<file path="config.mk">
export PLATFORM = sky130hd
export DESIGN_NAME = apsp_relax
export DESIGN_NICKNAME = d
export VERILOG_FILES = /design/src/rtl/core/apsp_pkg.sv /design/src/rtl/core/apsp_relax.sv
export SDC_FILE = /design/constraint.sdc
export NUM_CORES = 1
export LEC_CHECK = 0
export ABC_AREA = 1
export BUFFER_PORTS_ARGS = -buffer_cell sky130_fd_sc_hd__buf_2
export CAP_MARGIN = 5
export CORE_UTILIZATION = 57
export DETAILED_ROUTE_END_ITERATION = 12
export PLACE_DENSITY = 0.88
export SLEW_MARGIN = 30
export SYNTH_ARGS = -nofsm -noshare
export SYNTH_HDL_FRONTEND = slang
export SYNTH_SLANG_ARGS = --single-unit
export TNS_END_PERCENT = 20
</file>
<file path="constraint.sdc">
create_clock -name clk_i -period 5.95 [get_ports clk_i]
set_input_delay 0.8925 -clock clk_i [delete_from_list [all_inputs] [get_ports clk_i]]
set_output_delay 0.8925 -clock clk_i [all_outputs]
set_load 0.005 [all_outputs]
</file>
<file path="src/rtl/core/apsp_pkg.sv">
`timescale 1ns / 1ps

package apsp_pkg;

  localparam int MAX_NODES_DEF = 16;

  localparam int NODE_W     = 4;
  localparam int WEIGHT_W   = 16;
  localparam int DIST_W     = 32;
  localparam int COUNT_W    = 5;
  localparam int CFG_IDX_W  = 1;
  localparam int CFG_DATA_W = 5;

  localparam logic [COUNT_W-1:0] NODE_COUNT_RST = 5'd16;
  localparam logic               UNDIRECTED_RST = 1'b1;

  localparam logic signed [DIST_W-1:0] DIST_MAX = {1'b0, {(DIST_W-1){1'b1}}};
  localparam logic signed [DIST_W-1:0] DIST_MIN = {1'b1, {(DIST_W-1){1'b0}}};

  typedef enum logic [1:0] {
    OP_CLEAR   = 2'd0,
    OP_EDGE    = 2'd1,
    OP_COMPUTE = 2'd2,
    OP_READ    = 2'd3
  } opcode_e;

  typedef enum logic [CFG_IDX_W-1:0] {
    CFG_NODE_COUNT = 1'b0,
    CFG_UNDIRECTED = 1'b1
  } cfg_index_e;

  typedef enum logic {
    KIND_STATUS = 1'b0,
    KIND_READ   = 1'b1
  } result_kind_e;

  typedef enum logic [3:0] {
    ST_CLEAR,
    ST_IDLE,
    ST_EDGE_FWD,
    ST_EDGE_REV,
    ST_READ_ISSUE,
    ST_READ_DATA,
    ST_RLX_RD,
    ST_RLX_SUM,
    ST_RLX_UPD,
    ST_NEG_RD,
    ST_NEG_CHK,
    ST_RESP
  } state_e;

  // One matrix entry: the infinity mark sits above the distance.
  typedef struct packed {
    logic                     inf;
    logic signed [DIST_W-1:0] value;
  } entry_t;

  typedef struct packed {
    result_kind_e             kind;
    logic                     neg;
    logic                     inf;
    logic signed [DIST_W-1:0] distance;
  } result_t;

endpackage

</file>
<file path="src/rtl/core/apsp_relax.sv">
`timescale 1ns / 1ps

module apsp_relax (
  input  logic             clk_i,
  input  logic             load_i,
  input  apsp_pkg::entry_t ik_i,
  input  apsp_pkg::entry_t kj_i,
  input  apsp_pkg::entry_t ij_i,
  output logic             update_o,
  output apsp_pkg::entry_t cand_o
);

  localparam int DW = apsp_pkg::DIST_W;

  logic signed [DW:0]   sum;
  logic signed [DW-1:0] sat_d;
  logic signed [DW-1:0] cand_q;
  logic                 skip_q;

  // The 33-bit sum overflows the 32-bit range when its top two bits differ.
  always_comb begin
    sum = {ik_i.value[DW-1], ik_i.value} + {kj_i.value[DW-1], kj_i.value};
    if (sum[DW] != sum[DW-1]) begin
      sat_d = sum[DW] ? apsp_pkg::DIST_MIN : apsp_pkg::DIST_MAX;
    end else begin
      sat_d = sum[DW-1:0];
    end
  end

  always_ff @(posedge clk_i) begin
    if (load_i) begin
      cand_q <= sat_d;
      skip_q <= ik_i.inf | kj_i.inf;
    end
  end

  assign update_o = !skip_q && (ij_i.inf || ($signed(cand_q) < $signed(ij_i.value)));
  assign cand_o   = '{inf: 1'b0, value: cand_q};

endmodule

</file>
==> impl_metrics.json <==
{
  "synth_seq_cells": 33,
  "drv_slew": 0,
  "synth_nets": 817,
  "relSlewSlack": 0.531,
  "crit_top_cell": "nand2_1",
  "intPower_uw": 602,
  "cap_viol_max_count": 0,
  "path_max_fanout": 2,
  "worstPathCellList": "buf_2 > inv_1 > ha_1 > a21oi_1 > nor2_1 > nor3_1 > nand2_1 > nand2_1 > nand2_1 > nand2_1 > nand2_1 > nand2_1 > nand3_1 > nand2_1 > inv_1 > buf_2",
  "cts_buffers": 5,
  "grt_max_degree": 34,
  "synth-simple-area-share": 0.343,
  "ir_worst_vdd_uv": 85.4,
  "arrival_ns": 2.39,
  "yosysWarningCount": 0,
  "ctsResizeCount": 0,
  "start_kind": "primary input",
  "synth_area_mm2": 0.00427,
  "endpoint_kind": "output pin",
  "drt_iter0_drc": 166,
  "synth_xor_xnor_area_share": 0.0390,
  "p_sw_uw": 396,
  "clockRootBuffer": "clkbuf_8",
  "power.share.combinational": 0.493,
  "rsz0062_at_grt": "false",
  "first_pass_iters": 5,
  "viasPerCell": 5.13,
  "cts_tree": "built",
  "min_path_type": "in -> reg",
  "fillCellCount": 670,
  "clock_path_buffers": 2,
  "synthAdderAreaFrac": 0.189,
  "dp_hpwl_um": 9670,
  "cts_sinks": 33,
  "fp.dieH_um": 88.6,
  "dr_total_vias": 4541,
  "final_layout_size_suffix_gt1_frac": 0.198,
  "holdPathEnd": "skip_q",
  "yosysTopAreaCell": "edfxtp_1",
  "worst-path-stages": 16,
  "cpLargestDelayFamily": "simple AND/OR/NAND/NOR gates",
  "overflow": 0,
  "fp.dieArea_mm2": 0.00784,
  "status": "finished, final reports clean",
  "netlist_instances": 652,
  "synth_mux_area_frac": 0,
  "clk_pin_slew_ns": 0.07,
  "gp_congestion": 0.946,
  "cpMaxStageDelayCell": "ha_1",
  "wire_per_inst_um": 12.5,
  "ant_nets": 0,
  "grt_usage": 0.285,
  "clkPwrFrac": 0.157,
  "setup_viol": 0,
  "dpl_worst_slack_ns": 2.66,
  "layout_common_cells": "nand2_1 (237), buf_2 (133), inv_1 (100)",
  "cpPeakStageDelay_ns": 0.32,
  "worstPathRequired_ns": 5.06,
  "swShare": 0.397,
  "nNetsFinal": 951,
  "synth_top_family_by_area": "simple AND/OR/NAND/NOR gates",
  "crit_type": "in -> out",
  "power.density_mw_per_mm2": 197,
  "antennaDiodeCount": 0,
  "post_cts_buffers": 0,
  "hold_start": "ik_i[32]",
  "grt_pass1_wl_um": 17400,
  "initial_core_util": 0.589,
  "synth_area_leaders": "edfxtp_1 (23%), nand2_1 (21%), ha_1 (18%)",
  "crit_buf_inv": 4,
  "finalHoldViolCount": 0,
  "area_growth_pct": 18.9,
  "tns_ns": 0,
  "cts_hold_buf": 0,
  "syn_area_per_cell_um2": 6.55,
  "routed_wl_um": 11100,
  "numPortBuffers": 133,
  "synth_top_area_frac": 0.232,
  "hold_depth": 2,
  "antenna_found_initial": 0,
  "fin_crit_ns": 3.28,
  "coreArea_mm2": 0.00725,
  "synth_cell_type_count": 29,
  "drc": 0,
  "dp_cells": 878,
  "worstMarginPinSlew_ns": 0.703,
  "grt_pass1_vias": 4084,
  "ioPinCount": 135,
  "seq_area_frac_synth": 0.232,
  "pwr-share-seq": 0.350,
  "worst_slack_ns": 2.67,
  "period_share": 0.552,
  "final_cells": 886,
  "die_x_um": 88.6,
  "final_common_cell": "nand2_1",
  "cts_htree_levels": 2,
  "holdWs_ns": 0.866,
  "core.rowCount": 31,
  "synth_compound_area_frac": 0.0920,
  "fmax_ghz": 0.304,
  "p_leak_uw": 0.00296
}
==> how the worst max path moves through the flow <==
stage	startpoint	end
2_1_floorplan	ij_i[5]	update_o
3_3_place_gp	ik_i[0]	cand_q[20]
3_5_place_dp	ik_i[0]	cand_q[16]
4_1_cts	ij_i[5]	update_o
6_report	ij_i[5]	update_o
5_1_grt	ij_i[5]	update_o
==> synth_stat cells (all sizes together) <==
| master | count |
|---|---|
| nand4 | 2 |
| buf | 5 |
| or2 | 3 |
| o21ai | 16 |
| nand2 | 247 |
| fa | 1 |
| edfxtp | 33 |
| conb | 1 |
| nor2 | 58 |
| clkbuf | 1 |
| xnor2 | 3 |
| o21a | 1 |
| inv | 100 |
| a21oi | 46 |
| o21bai | 10 |
| nor4 | 1 |
| nand3b | 6 |
| ha | 63 |
| and2 | 1 |
| xor2 | 16 |
| nand3 | 32 |
| nor3 | 6 |
==> layout make-up <==
type                    count  area (um2)  area share
clock buffers               6        72.6      0.0143
well taps                  99         124      0.0244
flip-flops and latches     33         991       0.195
repair buffers            133         666       0.131
multi-input cells         513        2840       0.559
inverters                 100         375      0.0739
clock inverters             2        10.0     0.00197
==> registers in the layout, indices dropped and copies added, names as in the netlist <==
name    flops
cand_q     32
skip_q      1
==> power groups by stage <==
stage | sequential [uW] | combinational [uW] | clock (uW)
floorplan | 353 | 325 | 0
global placement | 352 | 464 | 0
detailed placement | 354 | 487 | 0
CTS | 349 | 489 | 160
global route | 353 | 563 | 170
finish | 349 | 492 | 157
==> kinds of logic after synthesis <==
group	count (synthesis)
flops	33
compound gates	73
other cells	1
simple gates	356
buf+inv	106
xor+xnor	19
fa+ha+maj	64
==> metal layers <==
layer / GRT usage / routed length [um]
met1: 0.348 / 4860
met2: 0.528 / 5420
met3: 0.0261 / 572
met4: 0.0865 / 195
met5: 0 / 0
==> stage by stage <==
step                      power (uW)   util  instance area (um2)
after floorplan                  678      -                 4270
after global placement           816  0.688                 4990
after detailed placement         841  0.688                 4990
after CTS                        999  0.700                 5080
after global routing            1090  0.700                 5080
final                            998  0.700                 5080
No activity file was read; power rests on OpenSTA's default activity.
