File: src/rtl/core/apsp_pkg.sv
`timescale 1ns / 1ps

package apsp_pkg;

  localparam int MAX_NODES_DEF = 16;

  localparam int NODE_W     = 4;
  localparam int WEIGHT_W   = 16;
  localparam int DIST_W     = 32;
  localparam int COUNT_W    = 5;
  localparam int CFG_IDX_W  = 1;
  localparam int CFG_DATA_W = 5;

  localparam logic [COUNT_W-1:0] NODE_COUNT_RST = 5'd16;
  localparam logic               UNDIRECTED_RST = 1'b1;

  localparam logic signed [DIST_W-1:0] DIST_MAX = {1'b0, {(DIST_W-1){1'b1}}};
  localparam logic signed [DIST_W-1:0] DIST_MIN = {1'b1, {(DIST_W-1){1'b0}}};

  typedef enum logic [1:0] {
    OP_CLEAR   = 2'd0,
    OP_EDGE    = 2'd1,
    OP_COMPUTE = 2'd2,
    OP_READ    = 2'd3
  } opcode_e;

  typedef enum logic [CFG_IDX_W-1:0] {
    CFG_NODE_COUNT = 1'b0,
    CFG_UNDIRECTED = 1'b1
  } cfg_index_e;

  typedef enum logic {
    KIND_STATUS = 1'b0,
    KIND_READ   = 1'b1
  } result_kind_e;

  typedef enum logic [3:0] {
    ST_CLEAR,
    ST_IDLE,
    ST_EDGE_FWD,
    ST_EDGE_REV,
    ST_READ_ISSUE,
    ST_READ_DATA,
    ST_RLX_RD,
    ST_RLX_SUM,
    ST_RLX_UPD,
    ST_NEG_RD,
    ST_NEG_CHK,
    ST_RESP
  } state_e;

  // One matrix entry: the infinity mark sits above the distance.
  typedef struct packed {
    logic                     inf;
    logic signed [DIST_W-1:0] value;
  } entry_t;

  typedef struct packed {
    result_kind_e             kind;
    logic                     neg;
    logic                     inf;
    logic signed [DIST_W-1:0] distance;
  } result_t;

endpackage

File: src/rtl/core/apsp_seq.sv
`timescale 1ns / 1ps

module apsp_seq #(
  parameter int MAX_NODES = apsp_pkg::MAX_NODES_DEF,
  parameter int ADDR_W    = $clog2(MAX_NODES * MAX_NODES)
) (
  input  logic                                 clk_i,
  input  logic                                 rst_ni,
  input  logic [apsp_pkg::COUNT_W-1:0]         node_count_i,
  input  logic                                 undirected_i,
  input  logic                                 in_valid_i,
  output logic                                 in_ready_o,
  input  apsp_pkg::opcode_e                    in_op_i,
  input  logic [apsp_pkg::NODE_W-1:0]          in_from_i,
  input  logic [apsp_pkg::NODE_W-1:0]          in_to_i,
  input  logic signed [apsp_pkg::WEIGHT_W-1:0] in_weight_i,
  output logic                                 out_valid_o,
  input  logic                                 out_ready_i,
  output apsp_pkg::result_t                    out_result_o,
  output logic                                 mem_we_o,
  output logic [ADDR_W-1:0]                    mem_waddr_o,
  output apsp_pkg::entry_t                     mem_wdata_o,
  output logic [ADDR_W-1:0]                    mem_raddr_a_o,
  output logic [ADDR_W-1:0]                    mem_raddr_b_o,
  input  apsp_pkg::entry_t                     mem_rdata_a_i,
  output logic                                 relax_load_o,
  input  logic                                 relax_update_i,
  input  apsp_pkg::entry_t                     relax_cand_i
);

  localparam int IDX_W = $clog2(MAX_NODES);
  localparam int CNT_W = $clog2(MAX_NODES + 1);
  localparam int DW    = apsp_pkg::DIST_W;
  localparam int WW    = apsp_pkg::WEIGHT_W;
  localparam logic [IDX_W-1:0] LAST_IDX = IDX_W'(MAX_NODES - 1);

  apsp_pkg::state_e state_q, state_d;

  logic [IDX_W-1:0] k_q, k_d;
  logic [IDX_W-1:0] i_q, i_d;
  logic [IDX_W-1:0] j_q, j_d;

  logic [apsp_pkg::NODE_W-1:0]  from_q, to_q;
  logic signed [WW-1:0]         weight_q;
  apsp_pkg::result_t            res_q, res_d;
  apsp_pkg::result_t            out_res_q, out_res_d;
  logic                         out_valid_q, out_valid_d;

  logic [CNT_W-1:0] n_eff;
  logic             accept;
  logic             k_last, i_last, j_last;
  logic             in_range;
  logic [IDX_W-1:0] from_idx, to_idx;
  logic             out_free;
  logic             read_inf;

  function automatic logic [ADDR_W-1:0] addr_of(input logic [IDX_W-1:0] r,
                                                input logic [IDX_W-1:0] c);
    return ADDR_W'(r) * ADDR_W'(MAX_NODES) + ADDR_W'(c);
  endfunction

  // A node count above the matrix size acts as the matrix size.
  assign n_eff = (32'(node_count_i) > 32'(MAX_NODES)) ? CNT_W'(MAX_NODES)
                                                      : CNT_W'(node_count_i);

  assign k_last = (CNT_W'(k_q) + CNT_W'(1)) == n_eff;
  assign i_last = (CNT_W'(i_q) + CNT_W'(1)) == n_eff;
  assign j_last = (CNT_W'(j_q) + CNT_W'(1)) == n_eff;

  assign in_range = (32'(from_q) < 32'(MAX_NODES)) && (32'(to_q) < 32'(MAX_NODES));
  assign from_idx = IDX_W'(from_q);
  assign to_idx   = IDX_W'(to_q);

  assign in_ready_o = (state_q == apsp_pkg::ST_IDLE);
  assign accept     = in_valid_i && in_ready_o;
  assign out_free   = !out_valid_q || out_ready_i;
  assign read_inf   = !in_range || mem_rdata_a_i.inf;

  always_comb begin : p_next
    state_d = state_q;
    unique case (state_q)
      apsp_pkg::ST_CLEAR: begin
        if (i_q == LAST_IDX && j_q == LAST_IDX) begin
          state_d = apsp_pkg::ST_IDLE;
        end
      end
      apsp_pkg::ST_IDLE: begin
        if (in_valid_i) begin
          unique case (in_op_i)
            apsp_pkg::OP_CLEAR:   state_d = apsp_pkg::ST_CLEAR;
            apsp_pkg::OP_EDGE:    state_d = apsp_pkg::ST_EDGE_FWD;
            apsp_pkg::OP_COMPUTE: begin
              state_d = (n_eff == '0) ? apsp_pkg::ST_RESP : apsp_pkg::ST_RLX_RD;
            end
            apsp_pkg::OP_READ:    state_d = apsp_pkg::ST_READ_ISSUE;
            default:              state_d = apsp_pkg::ST_IDLE;
          endcase
        end
      end
      apsp_pkg::ST_EDGE_FWD: begin
        state_d = undirected_i ? apsp_pkg::ST_EDGE_REV : apsp_pkg::ST_IDLE;
      end
      apsp_pkg::ST_EDGE_REV:   state_d = apsp_pkg::ST_IDLE;
      apsp_pkg::ST_READ_ISSUE: state_d = apsp_pkg::ST_READ_DATA;
      apsp_pkg::ST_READ_DATA:  state_d = apsp_pkg::ST_RESP;
      apsp_pkg::ST_RLX_RD:     state_d = apsp_pkg::ST_RLX_SUM;
      apsp_pkg::ST_RLX_SUM:    state_d = apsp_pkg::ST_RLX_UPD;
      apsp_pkg::ST_RLX_UPD: begin
        state_d = (k_last && i_last && j_last) ? apsp_pkg::ST_NEG_RD
                                               : apsp_pkg::ST_RLX_RD;
      end
      apsp_pkg::ST_NEG_RD:     state_d = apsp_pkg::ST_NEG_CHK;
      apsp_pkg::ST_NEG_CHK: begin
        state_d = i_last ? apsp_pkg::ST_RESP : apsp_pkg::ST_NEG_RD;
      end
      apsp_pkg::ST_RESP: begin
        if (out_free) begin
          state_d = apsp_pkg::ST_IDLE;
        end
      end
      default: state_d = apsp_pkg::ST_IDLE;
    endcase
  end

  always_comb begin : p_out
    k_d           = k_q;
    i_d           = i_q;
    j_d           = j_q;
    res_d         = res_q;
    out_res_d     = out_res_q;
    out_valid_d   = out_valid_q && !out_ready_i;
    mem_we_o      = 1'b0;
    mem_waddr_o   = addr_of(i_q, j_q);
    mem_wdata_o   = '{inf: 1'b0, value: '0};
    mem_raddr_a_o = addr_of(i_q, j_q);
    mem_raddr_b_o = addr_of(k_q, j_q);
    relax_load_o  = 1'b0;

    unique case (state_q)
      apsp_pkg::ST_CLEAR: begin
        mem_we_o    = 1'b1;
        mem_wdata_o = '{inf: (i_q != j_q), value: '0};
        if (j_q == LAST_IDX) begin
          j_d = '0;
          i_d = i_q + IDX_W'(1);
        end else begin
          j_d = j_q + IDX_W'(1);
        end
      end
      apsp_pkg::ST_IDLE: begin
        if (accept) begin
          k_d   = '0;
          i_d   = '0;
          j_d   = '0;
          res_d = '{kind: apsp_pkg::KIND_STATUS, neg: 1'b0, inf: 1'b0,
                    distance: '0};
        end
      end
      apsp_pkg::ST_EDGE_FWD: begin
        mem_we_o    = in_range;
        mem_waddr_o = addr_of(from_idx, to_idx);
        mem_wdata_o = '{inf: 1'b0, value: {{(DW-WW){weight_q[WW-1]}}, weight_q}};
      end
      apsp_pkg::ST_EDGE_REV: begin
        mem_we_o    = in_range;
        mem_waddr_o = addr_of(to_idx, from_idx);
        mem_wdata_o = '{inf: 1'b0, value: {{(DW-WW){weight_q[WW-1]}}, weight_q}};
      end
      apsp_pkg::ST_READ_ISSUE: begin
        mem_raddr_a_o = addr_of(from_idx, to_idx);
      end
      apsp_pkg::ST_READ_DATA: begin
        res_d = '{kind: apsp_pkg::KIND_READ, neg: 1'b0, inf: read_inf,
                  distance: read_inf ? '0 : mem_rdata_a_i.value};
      end
      apsp_pkg::ST_RLX_RD: begin
        mem_raddr_a_o = addr_of(i_q, k_q);
        mem_raddr_b_o = addr_of(k_q, j_q);
      end
      apsp_pkg::ST_RLX_SUM: begin
        // Row and column operands arrive now; the entry itself is fetched next.
        relax_load_o  = 1'b1;
        mem_raddr_a_o = addr_of(i_q, j_q);
      end
      apsp_pkg::ST_RLX_UPD: begin
        mem_we_o    = relax_update_i;
        mem_waddr_o = addr_of(i_q, j_q);
        mem_wdata_o = relax_cand_i;
        if (j_last) begin
          j_d = '0;
          if (i_last) begin
            i_d = '0;
            k_d = k_q + IDX_W'(1);
          end else begin
            i_d = i_q + IDX_W'(1);
          end
        end else begin
          j_d = j_q + IDX_W'(1);
        end
      end
      apsp_pkg::ST_NEG_RD: begin
        mem_raddr_a_o = addr_of(i_q, i_q);
      end
      apsp_pkg::ST_NEG_CHK: begin
        res_d.neg = res_q.neg | (!mem_rdata_a_i.inf && mem_rdata_a_i.value[DW-1]);
        i_d       = i_q + IDX_W'(1);
      end
      apsp_pkg::ST_RESP: begin
        if (out_free) begin
          out_valid_d = 1'b1;
          out_res_d   = res_q;
        end
      end
      default: begin
      end
    endcase
  end

  always_ff @(posedge clk_i or negedge rst_ni) begin
    if (!rst_ni) begin
      state_q     <= apsp_pkg::ST_CLEAR;
      k_q         <= '0;
      i_q         <= '0;
      j_q         <= '0;
      out_valid_q <= 1'b0;
    end else begin
      state_q     <= state_d;
      k_q         <= k_d;
      i_q         <= i_d;
      j_q         <= j_d;
      out_valid_q <= out_valid_d;
    end
  end

  always_ff @(posedge clk_i) begin
    if (accept) begin
      from_q   <= in_from_i;
      to_q     <= in_to_i;
      weight_q <= in_weight_i;
    end
    res_q     <= res_d;
    out_res_q <= out_res_d;
  end

  assign out_valid_o  = out_valid_q;
  assign out_result_o = out_res_q;

endmodule

File: config.mk
export PLATFORM = sky130hd
export DESIGN_NAME = apsp_seq
export DESIGN_NICKNAME = d
export VERILOG_FILES = /design/src/rtl/core/apsp_pkg.sv /design/src/rtl/core/apsp_seq.sv
export SDC_FILE = /design/constraint.sdc
export NUM_CORES = 1
export LEC_CHECK = 0
export BUFFER_PORTS_ARGS = -buffer_cell sky130_fd_sc_hd__buf_2
export CORE_ASPECT_RATIO = 1.4
export CORE_UTILIZATION = 50
export CTS_CLUSTER_DIAMETER = 50
export DETAILED_ROUTE_END_ITERATION = 7
export HOLD_SLACK_MARGIN = 0.02
export PLACE_DENSITY = 0.87
export SLEW_MARGIN = 20
export SYNTH_ARGS = -nofsm -noshare
export SYNTH_HDL_FRONTEND = slang
export SYNTH_SLANG_ARGS = --single-unit
File: constraint.sdc
create_clock -name clk_i -period 4.5 [get_ports clk_i]
set_input_delay 0.45 -clock clk_i [delete_from_list [all_inputs] [get_ports clk_i]]
set_output_delay 0.45 -clock clk_i [all_outputs]
set_load 0.01 [all_outputs]
==> results.sh <==
export IMPL_cts_sinks=111
export IMPL_hp_class="in -> async"
export IMPL_place_inst=770
export IMPL_critical_path_arrival_ns=2.68
export IMPL_p_int_mw=2.41
export IMPL_gp_congestion=0.916
export IMPL_final_cell_mix="buf_2 (198), edfxtp_1 (94), and2_1 (33), a21oi_1 (30), nand2_1 (28)"
export IMPL_synth_nets=575
export IMPL_status="complete, no violations"
export IMPL_comb_power_share_pct=39.4
export IMPL_fin_setup_tns_ns=0
export IMPL_worst_slew_pin_slew_ns=0.849
export IMPL_grt_pass1_wl_um=21700
export IMPL_port_buffers=198
export IMPL_critical_path_slowest_cell="dfrtp_1"
export IMPL_diodes=0
export IMPL_multiInputGateArea_um2=2020
export IMPL_cts_resized=0
export IMPL_slew_headroom_pct=43.3
export IMPL_grt_max_degree=42
export IMPL_pre_cts_slack_ns=1.64
export IMPL_hpwlAfterDp_um=10200
export IMPL_cts_root_buffer="clkbuf_16"
export IMPL_via_count=4483
export IMPL_antenna_found_initial=0
export IMPL_wl_per_cell_um=17.3
export IMPL_min_period_ns=3.13
export IMPL_netlist_instances=466
export IMPL_fp_dieH_um=126
export IMPL_layout_commonest_cell="buf_2"
export IMPL_cts_setup_buffers=0
export IMPL_ys_seq_area_share_pct=59.3
export IMPL_synth_edf_count=94
export IMPL_ys_warn_count=0
export IMPL_swShare_pct=38.8
export IMPL_critPathMaxFanout=27
export IMPL_critical_path_class="reg -> out"
export IMPL_placed_area_um2=6510
export IMPL_synthArstFlopShare_pct=15.3
export IMPL_grtUsageTotal_pct=24.7
export IMPL_finalCritPeriodShare_pct=69.6
export IMPL_syn_cell_area_um2=5480
export IMPL_p_per_area_nw_per_um2=580
export IMPL_route_detailed_drc=0
export IMPL_fin_area_um2=6800
export IMPL_rsz0062_at_grt="no"
export IMPL_fin_nets=752
export IMPL_yosys_area_top_type_share_pct=51.6
export IMPL_cts_tree="yes"
export IMPL_max_cap_viol_count=0
export IMPL_synth_area_leader_cell="edfxtp_1"
export IMPL_dr_pass1_iters=6
export IMPL_maxSlewViolCount=0
export IMPL_synth_area_leaders="edfxtp_1 (52%), dfrtp_1 (7.8%), and2_1 (3.8%), a21oi_1 (2.7%), a22o_1 (2.6%)"
export IMPL_cp_end_kind="primary output"
export IMPL_cts_htree_levels=3
export IMPL_worst_path_largest_cell_delay_ns=0.85
export IMPL_seq_area_um2=3250
export IMPL_final_core_utilization_pct=64.7
export IMPL_cts_made_buffers=9
export IMPL_holdBufCountCts=0
export IMPL_crit_required_ns=4.05
export IMPL_power_frac_seq_pct=41.2
export IMPL_rows=44
export IMPL_grt_ovfl_total=0
export IMPL_fill_cells=809
export IMPL_rrSetupSlack_ns=1.61
export IMPL_setup_viol=0
export IMPL_die_area_um2=11400
export IMPL_fin_skew_ns=0.00571
export IMPL_vdd_drop_max_v=0.000416
export IMPL_drt_iter0_markers=403
export IMPL_timing_hold_ws_ns=0.0344
export IMPL_syn_to_final_growth_pct=24.2
export IMPL_start_util_pct=52.1
export IMPL_fin_ws_ns=1.37
export IMPL_crit_chain="and2_1 > and2_1 > a21o_1 > buf_2"
export IMPL_start_kind="register"
export IMPL_avgSynthCellArea_um2=11.7
export IMPL_drive_gt1_share_pct=35.8
export IMPL_io_pins=199
export IMPL_pwr_share_clk_pct=19.5
export IMPL_core_area_um2=10500
export IMPL_yosys_register_bits=111
export IMPL_antenna_left=0
export IMPL_clock_latency_ns=0.35
export IMPL_grt_pass1_vias=4378
export IMPL_p_switching_mw=1.53
export IMPL_cts_buffer_depth=2
export IMPL_power_leakage_nw=3.01
export IMPL_fmax_ghz=0.319
export IMPL_die_w_um=90.4
export IMPL_path_clk_slew_ns=0.07
export IMPL_finalHoldViolCount=0
export IMPL_vias_per_cell=5.70
export IMPL_cp_common_cell="and2_1"
export IMPL_synth_ff_type="edfxtp_1"
export IMPL_synth_cell_type_count=64
export IMPL_totalWireLength_um=13600
export IMPL_finalNonFillerCells=786
export IMPL_fin_total_pwr_mw=3.94
## cells in the mapped netlist, drive strengths merged (2+ instances only)
library cell / number
nand4: 2
and3: 6
o31ai: 3
xnor2: 6
buf: 14
a21oi: 30
or2: 2
nand3b: 4
a211oi: 3
nand2: 28
xor2: 4
inv: 13
edfxtp: 94
clkbuf: 23
o21ai: 15
a21o: 17
a22oi: 4
nor3b: 2
o31a: 2
nor4b: 3
o22ai: 4
o311ai: 3
or3: 4
nor3: 13
o32ai: 4
ha: 6
nor4: 2
nand2b: 9
dfrtp: 17
a22o: 16
o211ai: 4
a31oi: 3
nor2b: 7
nand3: 9
a211o: 2
mux2i: 11
mux2: 3
and2: 33
nor2: 26
## cells by family (layout without fill, tap and decap cells)
group	Yosys count	in the layout	synth area share, %
XOR/XNOR	11	11	2.01
buffers and inverters	50	232	4.23
adder cells (fa/ha/maj)	6	6	1.37
multiplexers	14	14	2.63
AO/OA/AOI/OAI	121	121	15.3
AND/OR/NAND/NOR	153	153	15.1
flip-flops	111	111	59.3
## power by group through the flow
stage / logic, mW / registers [mW] / clock network (mW)
4_1_cts: 1.56 / 1.62 / 0.776
2_1_floorplan: 1.15 / 1.50 / 0
3_3_place_gp: 1.52 / 1.62 / 0
5_1_grt: 1.71 / 1.65 / 0.816
3_5_place_dp: 1.55 / 1.64 / 0
6_report: 1.55 / 1.62 / 0.767
## layer usage
metal	vias up	wire length [µm]	GRT usage, %
met5	-	0	0
met3	34	1260	6.58
li1	2089	-	-
met2	287	6840	43.1
met1	2073	5050	28.5
met4	0	452	10.7
## worst max-delay path: cells and delay by family, from the launching register on
kind | cells | cell delay, ns
AO/OA/AOI/OAI | 1 | 0.14
flip-flops | 1 | 0.85
buffers and inverters | 1 | 0.12
AND/OR/NAND/NOR | 2 | 1.20
## worst paths after layout
check                      cells after the start                     from                    endpoint
setup / recovery                               4   state_q[1]$_DFFE_PN0P_             mem_wdata_o[20]
hold / removal                                 1                   rst_ni          j_q[3]$_DFFE_PN0P_
setup reg to reg                               6       j_q[0]$_DFFE_PN0P_          i_q[0]$_DFFE_PN0P_
hold reg to reg                                0  res_q[16]$_SDFFCE_PP0P_  out_result_o[16]$_DFFE_PP_
max in group asynchronous                      1                   rst_ni          i_q[1]$_DFFE_PN0P_
min in group clk_i                             1           in_weight_i[9]       weight_q[9]$_DFFE_PP_
## state kept, by name, indices dropped and copies added, names as in the netlist
register and flops:
out_valid_o 1, out_result_o 35, to_idx 4, from_idx 4, weight_q 16, state_q 4
j_q 4, res_q 35, k_q 4, i_q 4
## layout make-up
class                           count  share of cell area [%]
Sequential cell                   111                    47.8
Multi-Input combinational cell    305                    29.6
Inverter                           13                   0.718
Clock buffer                        9                    3.31
Tap cell                          138                    2.54
Clock inverter                      7                   0.902
Timing Repair Buffer              203                    15.1
Note: power is estimated with default switching activity, not from simulation.
